--- src/sv/idcv_pkg.sv ---
// Shared types, character constants and digit arithmetic for the ID number
// check digit validator. No dependencies.
package idcv_pkg;

   localparam int COUNT_W = 5;
   localparam logic [COUNT_W-1:0] COUNT_MAX = '1;

   localparam logic [7:0] CHAR_0       = 8'h30;
   localparam logic [7:0] CHAR_9       = 8'h39;
   localparam logic [7:0] CHAR_UPPER_A = 8'h41;
   localparam logic [7:0] CHAR_UPPER_Z = 8'h5a;
   localparam logic [7:0] CHAR_LOWER_A = 8'h61;
   localparam logic [7:0] CHAR_LOWER_Z = 8'h7a;
   localparam logic [7:0] CASE_OFFSET  = 8'h20;

   typedef struct packed {
      logic       number_valid;
      logic       length_ok;
      logic       chars_ok;
      logic       first_ok;
      logic       second_ok;
      logic [3:0] first_expected;
      logic [3:0] second_expected;
   } idcv_result_type;

   // Weight one digit (1 or 2), fold the product's digits, add mod 10.
   function automatic logic [3:0] add_digit(input logic [3:0] sum, input logic phase,
                                             input logic [3:0] d);
      logic [4:0] prod;
      logic [4:0] acc;
      prod = phase ? {d, 1'b0} : {1'b0, d};
      if (prod >= 5'd10) begin
         prod = prod - 5'd9;
      end
      acc = {1'b0, sum} + prod;
      if (acc >= 5'd10) begin
         acc = acc - 5'd10;
      end
      return acc[3:0];
   endfunction

   // Tens digit of a letter value 1..26.
   function automatic logic [3:0] letter_tens(input logic [4:0] v);
      logic [3:0] t;
      if (v >= 5'd20) begin
         t = 4'd2;
      end else if (v >= 5'd10) begin
         t = 4'd1;
      end else begin
         t = 4'd0;
      end
      return t;
   endfunction

   // Ones digit of a letter value 1..26.
   function automatic logic [3:0] letter_ones(input logic [4:0] v);
      logic [4:0] r;
      if (v >= 5'd20) begin
         r = v - 5'd20;
      end else if (v >= 5'd10) begin
         r = v - 5'd10;
      end else begin
         r = v;
      end
      return r[3:0];
   endfunction

endpackage

--- src/sv/idcv_digit_acc.sv ---
// Running check-digit state: per-character decode, weighted digit sum and
// check captures. Depends on idcv_pkg.
module idcv_digit_acc import idcv_pkg::*; #(
   parameter int NUMBER_LENGTH   = 20,
   parameter int FIRST_CHECK_POS = 9
) (
   input  logic            clock,
   input  logic            reset,
   input  logic            step,
   input  logic [7:0]      char_code,
   input  logic            is_last,
   output idcv_result_type result
);

   localparam logic [COUNT_W-1:0] LastPos  = COUNT_W'(NUMBER_LENGTH - 1);
   localparam logic [COUNT_W-1:0] FirstPos = COUNT_W'(FIRST_CHECK_POS);

   logic [COUNT_W-1:0] count_ff, count_in;
   logic               phase_ff, phase_in;
   logic [3:0]         sum_ff, sum_in;
   logic [3:0]         first_exp_ff, first_exp_in;
   logic               first_match_ff, first_match_in;
   logic [3:0]         second_exp_ff, second_exp_in;
   logic               second_match_ff, second_match_in;
   logic               bad_ff, bad_in;

   logic [7:0] code_up;
   logic       raw_digit;
   logic       is_digit;
   logic       is_letter;
   logic [4:0] letter_val;
   logic [3:0] code_digit;
   logic [3:0] sum_mid;
   logic       len_ok;

   always_comb begin
      raw_digit  = (char_code >= CHAR_0) && (char_code <= CHAR_9);
      code_digit = 4'(char_code - CHAR_0);
      code_up    = ((char_code >= CHAR_LOWER_A) && (char_code <= CHAR_LOWER_Z))
                   ? char_code - CASE_OFFSET : char_code;
      is_digit   = (code_up >= CHAR_0) && (code_up <= CHAR_9);
      is_letter  = (code_up >= CHAR_UPPER_A) && (code_up <= CHAR_UPPER_Z);
      letter_val = 5'(code_up - CHAR_UPPER_A + 8'd1);
      sum_mid    = add_digit(sum_ff, phase_ff, letter_tens(letter_val));

      first_exp_in    = first_exp_ff;
      first_match_in  = first_match_ff;
      second_exp_in   = second_exp_ff;
      second_match_in = second_match_ff;
      if (count_ff == FirstPos) begin
         first_exp_in   = sum_ff;
         first_match_in = raw_digit && (code_digit == sum_ff);
      end
      if (count_ff == LastPos) begin
         second_exp_in   = sum_ff;
         second_match_in = raw_digit && (code_digit == sum_ff);
      end

      bad_in = bad_ff;
      if (is_digit) begin
         sum_in   = add_digit(sum_ff, phase_ff, 4'(code_up - CHAR_0));
         phase_in = ~phase_ff;
      end else if (is_letter) begin
         // two digits: phase flips twice
         sum_in   = add_digit(sum_mid, ~phase_ff, letter_ones(letter_val));
         phase_in = phase_ff;
      end else begin
         bad_in   = 1'b1;
         sum_in   = sum_ff;
         phase_in = ~phase_ff;
      end

      count_in = (count_ff < COUNT_MAX) ? count_ff + 1'b1 : count_ff;

      len_ok                 = (count_ff == LastPos);
      result.length_ok       = len_ok;
      result.chars_ok        = ~bad_in;
      result.first_ok        = len_ok && first_match_in;
      result.second_ok       = len_ok && second_match_in;
      result.number_valid    = len_ok && ~bad_in && first_match_in && second_match_in;
      result.first_expected  = first_exp_in;
      result.second_expected = second_exp_in;
   end

   always_ff @(posedge clock) begin
      if (reset || (step && is_last)) begin
         count_ff        <= '0;
         phase_ff        <= 1'b0;
         sum_ff          <= '0;
         first_exp_ff    <= '0;
         first_match_ff  <= 1'b0;
         second_exp_ff   <= '0;
         second_match_ff <= 1'b0;
         bad_ff          <= 1'b0;
      end else if (step) begin
         count_ff        <= count_in;
         phase_ff        <= phase_in;
         sum_ff          <= sum_in;
         first_exp_ff    <= first_exp_in;
         first_match_ff  <= first_match_in;
         second_exp_ff   <= second_exp_in;
         second_match_ff <= second_match_in;
         bad_ff          <= bad_in;
      end
   end

endmodule

--- src/sv/id_number_check_digit_validator.sv ---
// ID number check digit validator.
// Input channel req_*: one ASCII character per word, req_is_last marks the
// final character of a number. Letters of either case count as two decimal
// digits (A=01 .. Z=26); the digit stream is weighted 1,2,1,2 and the digit
// sums are kept mod 10. The check digit at FIRST_CHECK_POS and the last one
// (position NUMBER_LENGTH-1) are compared with the running sum.
// Result channel rsp_*: one word per number, sent for the marked last
// character, carrying the validity flags and both computed check digits.
// Throughput: one character per cycle while req_stall is low; the
// per-character sum update is combinational on the registered running state.
// Timing: an accepted word is held in the input register and decoded from
// there; the result for a last character is captured in the result register.
// rsp_stall holds the result word; the input register keeps taking
// characters that are not last, and stalls req_ only on a last character
// that finds the result register still occupied.
// Reset (synchronous, active high) empties both registers and clears the
// running sum, so the next character starts a new number.
// Depends on idcv_pkg and idcv_digit_acc.
module id_number_check_digit_validator import idcv_pkg::*; #(
   parameter int NUMBER_LENGTH   = 20,
   parameter int FIRST_CHECK_POS = 9
) (
   input  logic       clock,
   input  logic       reset,
   input  logic       req_valid,
   output logic       req_stall,
   input  logic [7:0] req_char_code,
   input  logic       req_is_last,
   output logic       rsp_valid,
   input  logic       rsp_stall,
   output logic       rsp_number_valid,
   output logic       rsp_length_ok,
   output logic       rsp_chars_ok,
   output logic       rsp_first_ok,
   output logic       rsp_second_ok,
   output logic [3:0] rsp_first_expected,
   output logic [3:0] rsp_second_expected
);

   logic            in_valid_ff, in_valid_in;
   logic [7:0]      in_code_ff;
   logic            in_last_ff;
   logic            rsp_valid_ff, rsp_valid_in;
   idcv_result_type rsp_ff;
   idcv_result_type result;
   logic            out_free;
   logic            step;
   logic            req_take;

   idcv_digit_acc #(
      .NUMBER_LENGTH  (NUMBER_LENGTH),
      .FIRST_CHECK_POS(FIRST_CHECK_POS)
   ) u_acc (
      .clock    (clock),
      .reset    (reset),
      .step     (step),
      .char_code(in_code_ff),
      .is_last  (in_last_ff),
      .result   (result)
   );

   always_comb begin
      out_free     = ~rsp_valid_ff | ~rsp_stall;
      step         = in_valid_ff & (~in_last_ff | out_free);
      req_stall    = in_valid_ff & ~step;
      req_take     = req_valid & ~req_stall;
      in_valid_in  = req_take | (in_valid_ff & ~step);
      rsp_valid_in = (step & in_last_ff) | (rsp_valid_ff & rsp_stall);
   end

   always_ff @(posedge clock) begin
      if (reset) begin
         in_valid_ff  <= 1'b0;
         rsp_valid_ff <= 1'b0;
      end else begin
         in_valid_ff  <= in_valid_in;
         rsp_valid_ff <= rsp_valid_in;
      end
   end

   always_ff @(posedge clock) begin
      if (req_take) begin
         in_code_ff <= req_char_code;
         in_last_ff <= req_is_last;
      end
      if (step && in_last_ff) begin
         rsp_ff <= result;
      end
   end

   assign rsp_valid           = rsp_valid_ff;
   assign rsp_number_valid    = rsp_ff.number_valid;
   assign rsp_length_ok       = rsp_ff.length_ok;
   assign rsp_chars_ok        = rsp_ff.chars_ok;
   assign rsp_first_ok        = rsp_ff.first_ok;
   assign rsp_second_ok       = rsp_ff.second_ok;
   assign rsp_first_expected  = rsp_ff.first_expected;
   assign rsp_second_expected = rsp_ff.second_expected;

`ifndef NO_ASSERTIONS
   a_in_hold: assert property (@(posedge clock) disable iff (reset)
      (in_valid_ff && req_stall) |=> (in_valid_ff && $stable(in_code_ff)
                                      && $stable(in_last_ff)))
      else $error("input word lost while stalled");

   a_expected_range: assert property (@(posedge clock) disable iff (reset)
      rsp_valid |-> (rsp_first_expected <= 4'd9 && rsp_second_expected <= 4'd9))
      else $error("check digit out of range");

   a_flags_consistent: assert property (@(posedge clock) disable iff (reset)
      rsp_valid |-> ((!rsp_first_ok || rsp_length_ok) && (!rsp_second_ok || rsp_length_ok)
                     && (rsp_number_valid == (rsp_length_ok && rsp_chars_ok
                                              && rsp_first_ok && rsp_second_ok))))
      else $error("inconsistent result flags");
`endif

endmodule
--- config.mk ---
export PLATFORM = sky130hd
export DESIGN_NAME = id_number_check_digit_validator
export DESIGN_NICKNAME = d
export VERILOG_FILES = /design/src/sv/idcv_pkg.sv /design/src/sv/idcv_digit_acc.sv /design/src/sv/id_number_check_digit_validator.sv
export SDC_FILE = /design/constraint.sdc
export NUM_CORES = 1
export LEC_CHECK = 0
export ABC_AREA = 1
export BUFFER_PORTS_ARGS = -buffer_cell sky130_fd_sc_hd__buf_2
export CAP_MARGIN = 20
export CORE_MARGIN = 2
export CORE_UTILIZATION = 60
export DETAILED_ROUTE_END_ITERATION = 8
export MAX_ROUTING_LAYER = met4
export PLACE_DENSITY = 0.78
export RECOVER_POWER = 25
export SETUP_SLACK_MARGIN = 0.02
export SYNTH_ARGS = -nofsm -noshare
export SYNTH_HDL_FRONTEND = slang
export SYNTH_SLANG_ARGS = --single-unit
--- constraint.sdc ---
create_clock -name clock -period 5.56 [get_ports clock]
set_input_delay 0.556 -clock clock [delete_from_list [all_inputs] [get_ports clock]]
set_output_delay 0.556 -clock clock [all_outputs]
set_load 0.01 [all_outputs]
## After elaboration in Yosys (flattened, before gate mapping)

Cells that the tools add are included.
Widths: inputs -> output; s select.

| storage, ports and cells | value |
|---|---|
| bits in registers | 45 |
| output and inout port bits | 15 |
| word-level logic and storage cells | 118 |
| bits of input ports | 13 |

| cells by class | value |
|---|---|
| $add $sub $neg | 17 |
| equal/unequal tests | 4 |
| muxes and demuxes | 29 |
| reduce and logical (&&, ||, !) cells | 16 |
| order comparisons | 17 |
| bitwise gates (word level) | 16 |

Operators with widths:

| cell | number |
|---|---|
| $mux 4 | 12 |
| $mux 5 | 9 |
| $ge 5x4->1 const B | 7 |
| $ge 8x6->1 const B | 2 |
| $ge 8x7->1 const B | 2 |
| $le 8x6->1 const B | 2 |
| $le 8x7->1 const B | 2 |
| $sub 4x4->4 const B | 4 |
| $add 4x5->5 | 3 |
| $sub 5x4->5 const B | 3 |
| $logic_and 1x1->1 | 11 |
| $add 5x1->5 const B | 2 |
| $mux 8 | 1 |
| $sub 4x1->4 const B | 2 |
| $sub 8x6->8 const B | 1 |
| $mux 1 | 7 |
| $not 1->1 | 7 |
| $reduce_and 2->1 | 3 |
| $and 1x1->1 | 5 |
| $eq 5x4->1 const B | 1 |
| $eq 5x5->1 const B | 1 |
| $ge 5x5->1 const B | 1 |
| $lt 5x5->1 const B | 1 |
| $sub 5x1->5 const B | 1 |
| 6 further kinds | 9 |

## Depth between registers and ports, before layout

Gate-level depths: netlist (run 1).

| depth | value |
|---|---|
| word-level depth | 20 |
| depth in mapped cells | 31 |
| gate-level depth less buffers | 30 |

## Hierarchy

Synthesis (run 1) repeated with hierarchy kept, for this count alone.

| unflattened totals | value |
|---|---|
| cell total of the unflattened synthesis | 434 |
| area, all modules | 3240.6 um2 |

By module, submodules not included:

| module | cells each | area an instance (um2) | sequential area each (um2) | instances |
|---|---|---|---|---|
| idcv_digit_acc | 393 | 2469.9 | 420.4 | 1 |
| id_number_check_digit_validator | 41 | 770.7 | 700.7 | 1 |

## Worst setup path after synthesis (run 1)

Ideal clock, no wire load.

| timing | value |
|---|---|
| path type | reg-to-reg |
| start | register in_code_ff[2] |
| end | register u_acc.sum_ff[1] |
| setup slack | 1.366 ns |
| path buffers | 1 |
| arrival time | 4.077 ns |
| library setup time | 0.117 ns |
| cell stages (with the launch flop) | 29 |
| period minus slack after synthesis | 4.194 ns |
| data required time | 5.443 ns |
| cells stage by stage | edfxtp_1 -> buf_4 -> inv_1 -> ha_1 -> nand3_2 -> nand3_2 -> nand2_2 -> nor2_1 -> ha_1 -> inv_1 -> fa_1 -> xnor2_1 -> inv_1 -> ha_1 -> inv_1 -> o21ai_0 -> nand2_1 -> xnor2_1 -> inv_1 -> fa_1 -> xnor2_1 -> inv_1 -> ha_1 -> o31ai_1 -> nand2_1 -> nand3_2 -> nand2_1 -> nand3_1 -> a21oi_1 |

| on the way | value |
|---|---|
| word-level cells in the longest chain between the ends | 20 |
| elaborated cells on any way between the ends | 55 |
| classes of those cells | 15 x add/sub; 14 x order compare; 21 x mux; 5 x reduce/logical |

RTL lines:

| what | RTL line | source |
|---|---|---|
| from (decl) | id_number_check_digit_validator.sv:41 | `logic [7:0] in_code_ff;` |
| from (signal assigned) | id_number_check_digit_validator.sv:83 | `in_code_ff <= req_char_code;` |
| $ge 8x7->1 / $le 8x7->1 (equally long branches) | idcv_digit_acc.sv:39 | `code_up = ((char_code >= CHAR_LOWER_A) && (char_code <= CHAR_LOWER_Z))` |
| $logic_and 1x1->1 | idcv_digit_acc.sv:39 |  |
| $mux 8 (*) | idcv_digit_acc.sv:40 | `? char_code - CASE_OFFSET : char_code;` |
| parallel branches: the longest is 17 deep, another holds $sub 5x1->5 | -- |  |
| to (signal assigned) | idcv_digit_acc.sv:98 | `sum_ff <= sum_in;` |
| to (decl) | idcv_digit_acc.sv:20 | `logic [3:0] sum_ff, sum_in;` |

Mark *: on every way between the ends. The select of a mux whose other input is x is not followed.
A chain may end at the register's enable or synchronous reset.

## Final worst setup path (run 1)

| timing | value |
|---|---|
| start | register in_code_ff[2] |
| end | register u_acc.sum_ff[2] |

Same word-level chain as after synthesis.

==> flow_summary.ini, run 1 <==
[floorplanning]
pin_count = 28
floorplan.die.width_um = 77.6
start_util = 0.629
floorplan.rows = 26
chipHeight_um = 77.6
fp.dieArea_um2 = 6020
core_um2 = 5170

[timing]
max_slew_margin = 0.518
hold-worst-slack_ns = 0.419
timing_hold_violations_final = 0
totalNegativeSetupSlack_ns = 0
worst_slew_pin_slew_ns = 0.720
fmax_mhz = 216
fin_worst_skew_ns = 0.00931
report.final.setup_viol = 0
post-route-min-period_ns = 4.63
unrepaired_setup_endpoints_after_global_routing = no
slew_violations = 0
fin_ws_ns = 0.934
final_min_period_over_clock_period = 0.832

[worst_setup_path]
rrSetupSlack_ns = 0.93
timing.critical_path.arrival_ns = 4.83
worst-path-max-fanout = 10
critical_path.slowest_cell = sky130_fd_sc_hd__edfxtp_1
crit_cells = 28
critical_path.reg2reg.endpoint = u_acc.sum_ff[2]$_SDFFE_PP0P_
critPathCapture = u_acc.sum_ff[2]$_SDFFE_PP0P_
kind_of_start_point_of_the_critical_path = register
crit_path_max_incr_delay_ns = 0.56
crit_start = in_code_ff[2]$_DFFE_PP_
path_common_cell = sky130_fd_sc_hd__inv_1
critical_path.reg2reg.startpoint = in_code_ff[2]$_DFFE_PP_
cp_top_family = adder cells
end_kind = register
critPathBufInv = 7
worstSetupPathType = reg2reg
worstRegToRegCells = 28
timing.critical_path.required_ns = 5.76

[synth]
synth_sequential_area_ratio = 0.345
ys_warn_count = 0
synth-compound-area-share = 0.147
ys_seq_elements = 45
syn_inst = 421
ys_async_sr_fraction = 0
yosys.cell_types.count = 43
mappedNetlistArea_um2 = 3250
synth_nets = 465
main_combinational_cell_family_by_area_after_synthesis = simple AND/OR/NAND/NOR gates
yosys-mux-area-fraction = 0
postSynthAreaPerCell_um2 = 7.72
xor_and_xnor_fraction_of_the_mapped_netlist_area = 0.0377
ys_dominant_reg_cell = sky130_fd_sc_hd__dfxtp_1
synth_edf_count = 22
synth-adder-area-share = 0.126
synth_simple_gate_area_share = 0.245

[final_layout]
syn2layout_area_growth_pct = 8.97
n_antenna_cell = 0
final_core_utilization = 0.685
commonest_cells_after_routing_fill_and_taps_aside = 96 x sky130_fd_sc_hd__nand2_1, 69 x sky130_fd_sc_hd__inv_1, 28 x sky130_fd_sc_hd__ha_1
final_layout_fill_cell_count = 439
layout.cells.most_common = sky130_fd_sc_hd__nand2_1
finalNetCount = 494
post_route_cells_drive_above_1_share = 0.133
final_area_um2 = 3540
instances_no_fill = 521

[route]
ant_nets = 0
drt_first_iter_violations = 120
average_routed_wire_per_standard_cell_um = 12.0
avgViaCountPerCell = 5.33
routed_wirelength_mm = 6.24
vias = 2775
drt_first_pass_iters = 5
drcViolationCount = 0

[clock_tree]
cts.path.max_buffers = 2
ctsHtreeMaxLevel = 2
numCtsBuffers = 5
worstSkewPairLatency_ns = 0.30
clock_tree.root_cell = sky130_fd_sc_hd__clkbuf_8
cts_num_sinks = 45
post-cts-setup-buffer-count = 0
cts_resized = 0
cts_hold_buffers = 0
tritoncts = built
path_clk_slew_ns = 0.09

[global_routing]
via_count_of_the_first_global_routing_pass = 2671
grt_max_degree = 17
grt_util_all_layers = 0.234
antenna_found_initial = 0
global_route.overflow_total = 0
grt_first_pass_wirelength_mm = 11.2

[power]
power.static_leakage_nw = 1.72
max-vdd-ir-drop_uv = 173
power.density_nw_per_um2 = 255
post-layout-total-power_uw = 904

[placement]
hpwl_mm = 4.90
replace_congestion = 0.920
placed_cells = 513
placement.setup.worst_slack_ns = 0.974
buffers_on_ports = 27
placed_cell_area_um2 = 3450

[flow_run]
maxCapViolCount = 0

[run_status]
outcome = finished clean

[hold_path]
worstHoldPathType = in2reg
area by class of cell:
type | count | area (um^2) | share of cell area
clock buffers | 7 | 97.6 | 0.0275
repair buffers | 27 | 123 | 0.0346
flip-flops and latches | 45 | 1120 | 0.316
clock inverters | 1 | 8.76 | 0.00247
inverters | 78 | 295 | 0.0833
well taps | 70 | 87.6 | 0.0247
multi-input cells | 293 | 1810 | 0.511
power breakdown:
part | switching (mW) | internal [mW] | total, mW
Combinational | 0.187 | 0.116 | 0.303
Sequential | 0.0130 | 0.359 | 0.372
Clock | 0.112 | 0.117 | 0.229
synth_stat cells, drive strengths merged (3+ instances only):
| library cell | n | area share |
|---|---|---|
| nand2 | 105 | 0.13 |
| inv | 77 | 0.090 |
| o21ai | 36 | 0.059 |
| ha | 28 | 0.11 |
| nand3 | 27 | 0.052 |
| a21oi | 25 | 0.043 |
| nor2 | 25 | 0.035 |
| dfxtp | 23 | 0.14 |
| edfxtp | 22 | 0.20 |
| xnor2 | 7 | 0.019 |
| xor2 | 7 | 0.019 |
| nand4 | 6 | 0.012 |
| o31ai | 5 | 0.016 |
| a31oi | 3 | 0.0058 |
| buf | 3 | 0.0054 |
| fa | 3 | 0.018 |
| nor3 | 3 | 0.0046 |
registers in the layout (all words and copies together) (netlist names), 4 cells and up:
signal	cells
u_acc.first_exp_ff	4
rsp_first_expected	4
u_acc.second_exp_ff	4
in_code_ff	8
u_acc.sum_ff	4
rsp_second_expected	4
u_acc.count_ff	5
worst min-delay path by stage:
stage / start / to / slack, ns / depth (start not counted)
5_1_grt: req_is_last / in_last_ff$_DFFE_PP_ / 0.41 / 1
6_report: reset / in_valid_ff$_SDFF_PP0_ / 0.42 / 2
2_1_floorplan: u_acc.first_exp_ff[0]$_SDFFE_PP0P_ / u_acc.first_exp_ff[0]$_SDFFE_PP0P_ / 0.45 / 2
3_5_place_dp: u_acc.first_exp_ff[0]$_SDFFE_PP0P_ / u_acc.first_exp_ff[0]$_SDFFE_PP0P_ / 0.46 / 2
3_3_place_gp: u_acc.first_exp_ff[0]$_SDFFE_PP0P_ / u_acc.first_exp_ff[0]$_SDFFE_PP0P_ / 0.45 / 2
4_1_cts: reset / in_valid_ff$_SDFF_PP0_ / 0.41 / 2
kinds of logic after synthesis:
| family | count (synthesis) |
|---|---|
| fa+ha+maj | 31 |
| flops | 45 |
| buf+inv | 83 |
| compound gates | 77 |
| xor+xnor | 14 |
| simple gates | 171 |
layer usage:
layer	routed length [um]	global-route usage
met2	3080	0.405
met4	133	0.0911
met3	196	0.0395
met1	2830	0.269
met5	0	-
worst register-to-register path, delay by kind of cell (launching register included):
kind	cells	cell delay, ns
AOI/OAI and AO/OA	3	0.22
xor gates and xnor gates	3	0.61
adders and majority gates	6	1.64
buffers and inverters	7	0.62
DFF	1	0.56
and+or+nand+nor	9	0.86
Power figures use the tool's default switching activity.
==> run 2: changes to the inputs <==
==> constraint.sdc (replaced) <==
create_clock -name clock -period 4.35 [get_ports clock]
set_input_delay 0.435 -clock clock [delete_from_list [all_inputs] [get_ports clock]]
set_output_delay 0.435 -clock clock [all_outputs]
set_load 0.01 [all_outputs]
==> run 2 against run 1 <==
Maximum frequency is 9.1% higher. Sequential power is 27% higher. Count of clock-buffer cells in the layout is 2 lower. Final cell count is 3.6% higher. Flip-flop and latch count stayed put. Core utilization is 5.6 points higher. Via count is 4.5% higher. Clock power is 45% higher. Critical endpoint is now u_acc.sum_ff[1]$_SDFFE_PP0P_. Largest power group unchanged. Highest routed layer unchanged.
==> flow_summary.ini, run 2 (synthesis results as in run 1) <==
[final_layout]
layout.cells.most_common = sky130_fd_sc_hd__nand2_1
post_route_cells_drive_above_1_share = 0.223
syn2layout_area_growth_pct = 17.9
n_antenna_cell = 0
final_core_utilization = 0.741
largest_register_ff_count = 8
finalNetCount = 513
reg.largest.list = in_code_ff: 8 flops, u_acc.count_ff: 5 flops
top_register = in_code_ff
commonest_cells_after_routing_fill_and_taps_aside = 91 x sky130_fd_sc_hd__nand2_1, 65 x sky130_fd_sc_hd__inv_1, 25 x sky130_fd_sc_hd__o21ai_0

[timing]
max_slew_margin = 0.531
slew_violations = 0
timing_hold_violations_final = 0
post-route-min-period_ns = 4.24
totalNegativeSetupSlack_ns = 0
worst_slew_pin_slew_ns = 0.702
final_min_period_over_clock_period = 0.975
fmax_mhz = 236
report.final.setup_viol = 0
fin_worst_skew_ns = 0.0107

[worst_setup_path]
critical_path.reg2reg.startpoint = in_code_ff[1]$_DFFE_PP_
crit_path_max_incr_delay_ns = 0.43
critical_path.slowest_cell = sky130_fd_sc_hd__edfxtp_1
worstSetupPathType = reg2reg
crit_start = in_code_ff[1]$_DFFE_PP_
critical_path.reg2reg.endpoint = u_acc.sum_ff[1]$_SDFFE_PP0P_
end_kind = register
path_common_cell = sky130_fd_sc_hd__nand2_2
timing.critical_path.arrival_ns = 4.49
rrSetupSlack_ns = 0.11
kind_of_start_point_of_the_critical_path = register
worst-path-max-fanout = 7
worstRegToRegCells = 28
timing.critical_path.required_ns = 4.59

[clock_tree]
cts_hold_buffers = 0
cts_num_sinks = 45
cts.path.max_buffers = 2
clock_tree.root_cell = sky130_fd_sc_hd__clkbuf_8
path_clk_slew_ns = 0.09
numCtsBuffers = 5
tritoncts = built
ctsHtreeMaxLevel = 2
worstSkewPairLatency_ns = 0.31

[global_routing]
grt_first_pass_wirelength_mm = 11.0
grt_max_degree = 17
via_count_of_the_first_global_routing_pass = 2621
global_route.overflow_total = 0
antenna_found_initial = 0
grt_util_all_layers = 0.229

[placement]
buffers_on_ports = 27
hpwl_mm = 4.94
replace_congestion = 0.848

[power]
power.static_leakage_nw = 1.84
power.density_nw_per_um2 = 333
max-vdd-ir-drop_uv = 182

[floorplanning]
floorplan.die.width_um = 77.6
fp.dieArea_um2 = 6020
start_util = 0.629
pin_count = 28
floorplan.rows = 26
chipHeight_um = 77.6
core_um2 = 5170

[route]
average_routed_wire_per_standard_cell_um = 13.0
drt_first_pass_iters = 4
vias = 2901
drt_first_iter_violations = 166
ant_nets = 0
avgViaCountPerCell = 5.37
drcViolationCount = 0
routed_wirelength_mm = 7.00

[hold_path]
hold_path_depth = 2
worstHoldPathType = in2reg
min_to = in_valid_ff$_SDFF_PP0_
hp-start = reset

[flow_run]
maxCapViolCount = 0

[run_status]
outcome = finished clean
run 2: changes by cell type in the layout (fill, tap and decap cells not counted), moves of 3 or more:
cell,previous run,this run
sky130_fd_sc_hd__nand2_2,8,11
sky130_fd_sc_hd__xnor2_2,0,3
sky130_fd_sc_hd__ha_2,0,4
sky130_fd_sc_hd__xnor2_1,7,4
sky130_fd_sc_hd__buf_4,0,17
sky130_fd_sc_hd__inv_1,69,65
sky130_fd_sc_hd__inv_2,7,11
sky130_fd_sc_hd__ha_1,28,22
sky130_fd_sc_hd__nand2_1,96,91
run 2: how the worst max path moves through the flow:
| stage | endpoint | slack [ns] | cells after the start |
|---|---|---|---|
| 2_1_floorplan | u_acc.sum_ff[1]$_SDFFE_PP0P_ | 0.16 | 28 |
| 3_3_place_gp | u_acc.sum_ff[2]$_SDFFE_PP0P_ | 0.12 | 27 |
| 3_5_place_dp | u_acc.sum_ff[2]$_SDFFE_PP0P_ | -0.10 | 27 |
| 4_1_cts | u_acc.sum_ff[2]$_SDFFE_PP0P_ | 0.06 | 29 |
| 5_1_grt | u_acc.sum_ff[1]$_SDFFE_PP0P_ | -0.11 | 28 |
| 6_report | u_acc.sum_ff[1]$_SDFFE_PP0P_ | 0.11 | 28 |
run 2: final cells by class:
class | count | area (um^2)
clock buffers | 5 | 68.8
clock inverters | 3 | 47.5
fillers | 381 | 1340
inverters | 78 | 295
multi-input cells | 293 | 1930
flip-flops and latches | 45 | 1120
well taps | 70 | 87.6
repair buffers | 46 | 282
run 2: critical path: cells and delay by family, from the launching register on:
| kind | cells | cell delay [ns] |
|---|---|---|
| compound gates | 7 | 0.95 |
| xor+xnor | 2 | 0.38 |
| fa+ha+maj | 4 | 1.03 |
| buf+inv | 5 | 0.50 |
| flops | 1 | 0.43 |
| simple gates | 10 | 0.89 |
run 2: routing by layer:
layer,up-vias,wire [um],part of all wire,global-route usage
li1,1470,-,-,-
met1,1349,2890,0.41,0.264
met4,0,111,0.016,0.0589
met5,-,0,0,-
met2,67,3700,0.53,0.416
met3,15,292,0.042,0.0326
run 2: metrics by stage:
step           setup slack (ns)  std cells  area, um^2  hold slack (ns)  total power [mW]
2_1_floorplan             0.156        421        3250            0.445             0.799
3_3_place_gp              0.118        517        3490            0.453             0.861
3_5_place_dp             -0.101        517        3490            0.463             0.879
4_1_cts                  0.0612        526        3640            0.286              1.21
5_1_grt                  -0.108        540        3830            0.287              1.35
6_report                  0.108        540        3830            0.288              1.27
run 2: timing repair:
item,4_1_cts,5_1_grt
cloned,0,0
setup endpoints to repair,2,3
buffers inserted,1,14
gates resized for setup,5,29
pin swaps,1,17
hold endpoints to repair,0,0
run 2: where the power goes:
group | internal (mW) | switching [mW] | total [mW]
Clock | 0.175 | 0.157 | 0.332
Combinational | 0.189 | 0.280 | 0.469
Sequential | 0.459 | 0.0145 | 0.474
Total | 0.823 | 0.452 | 1.27
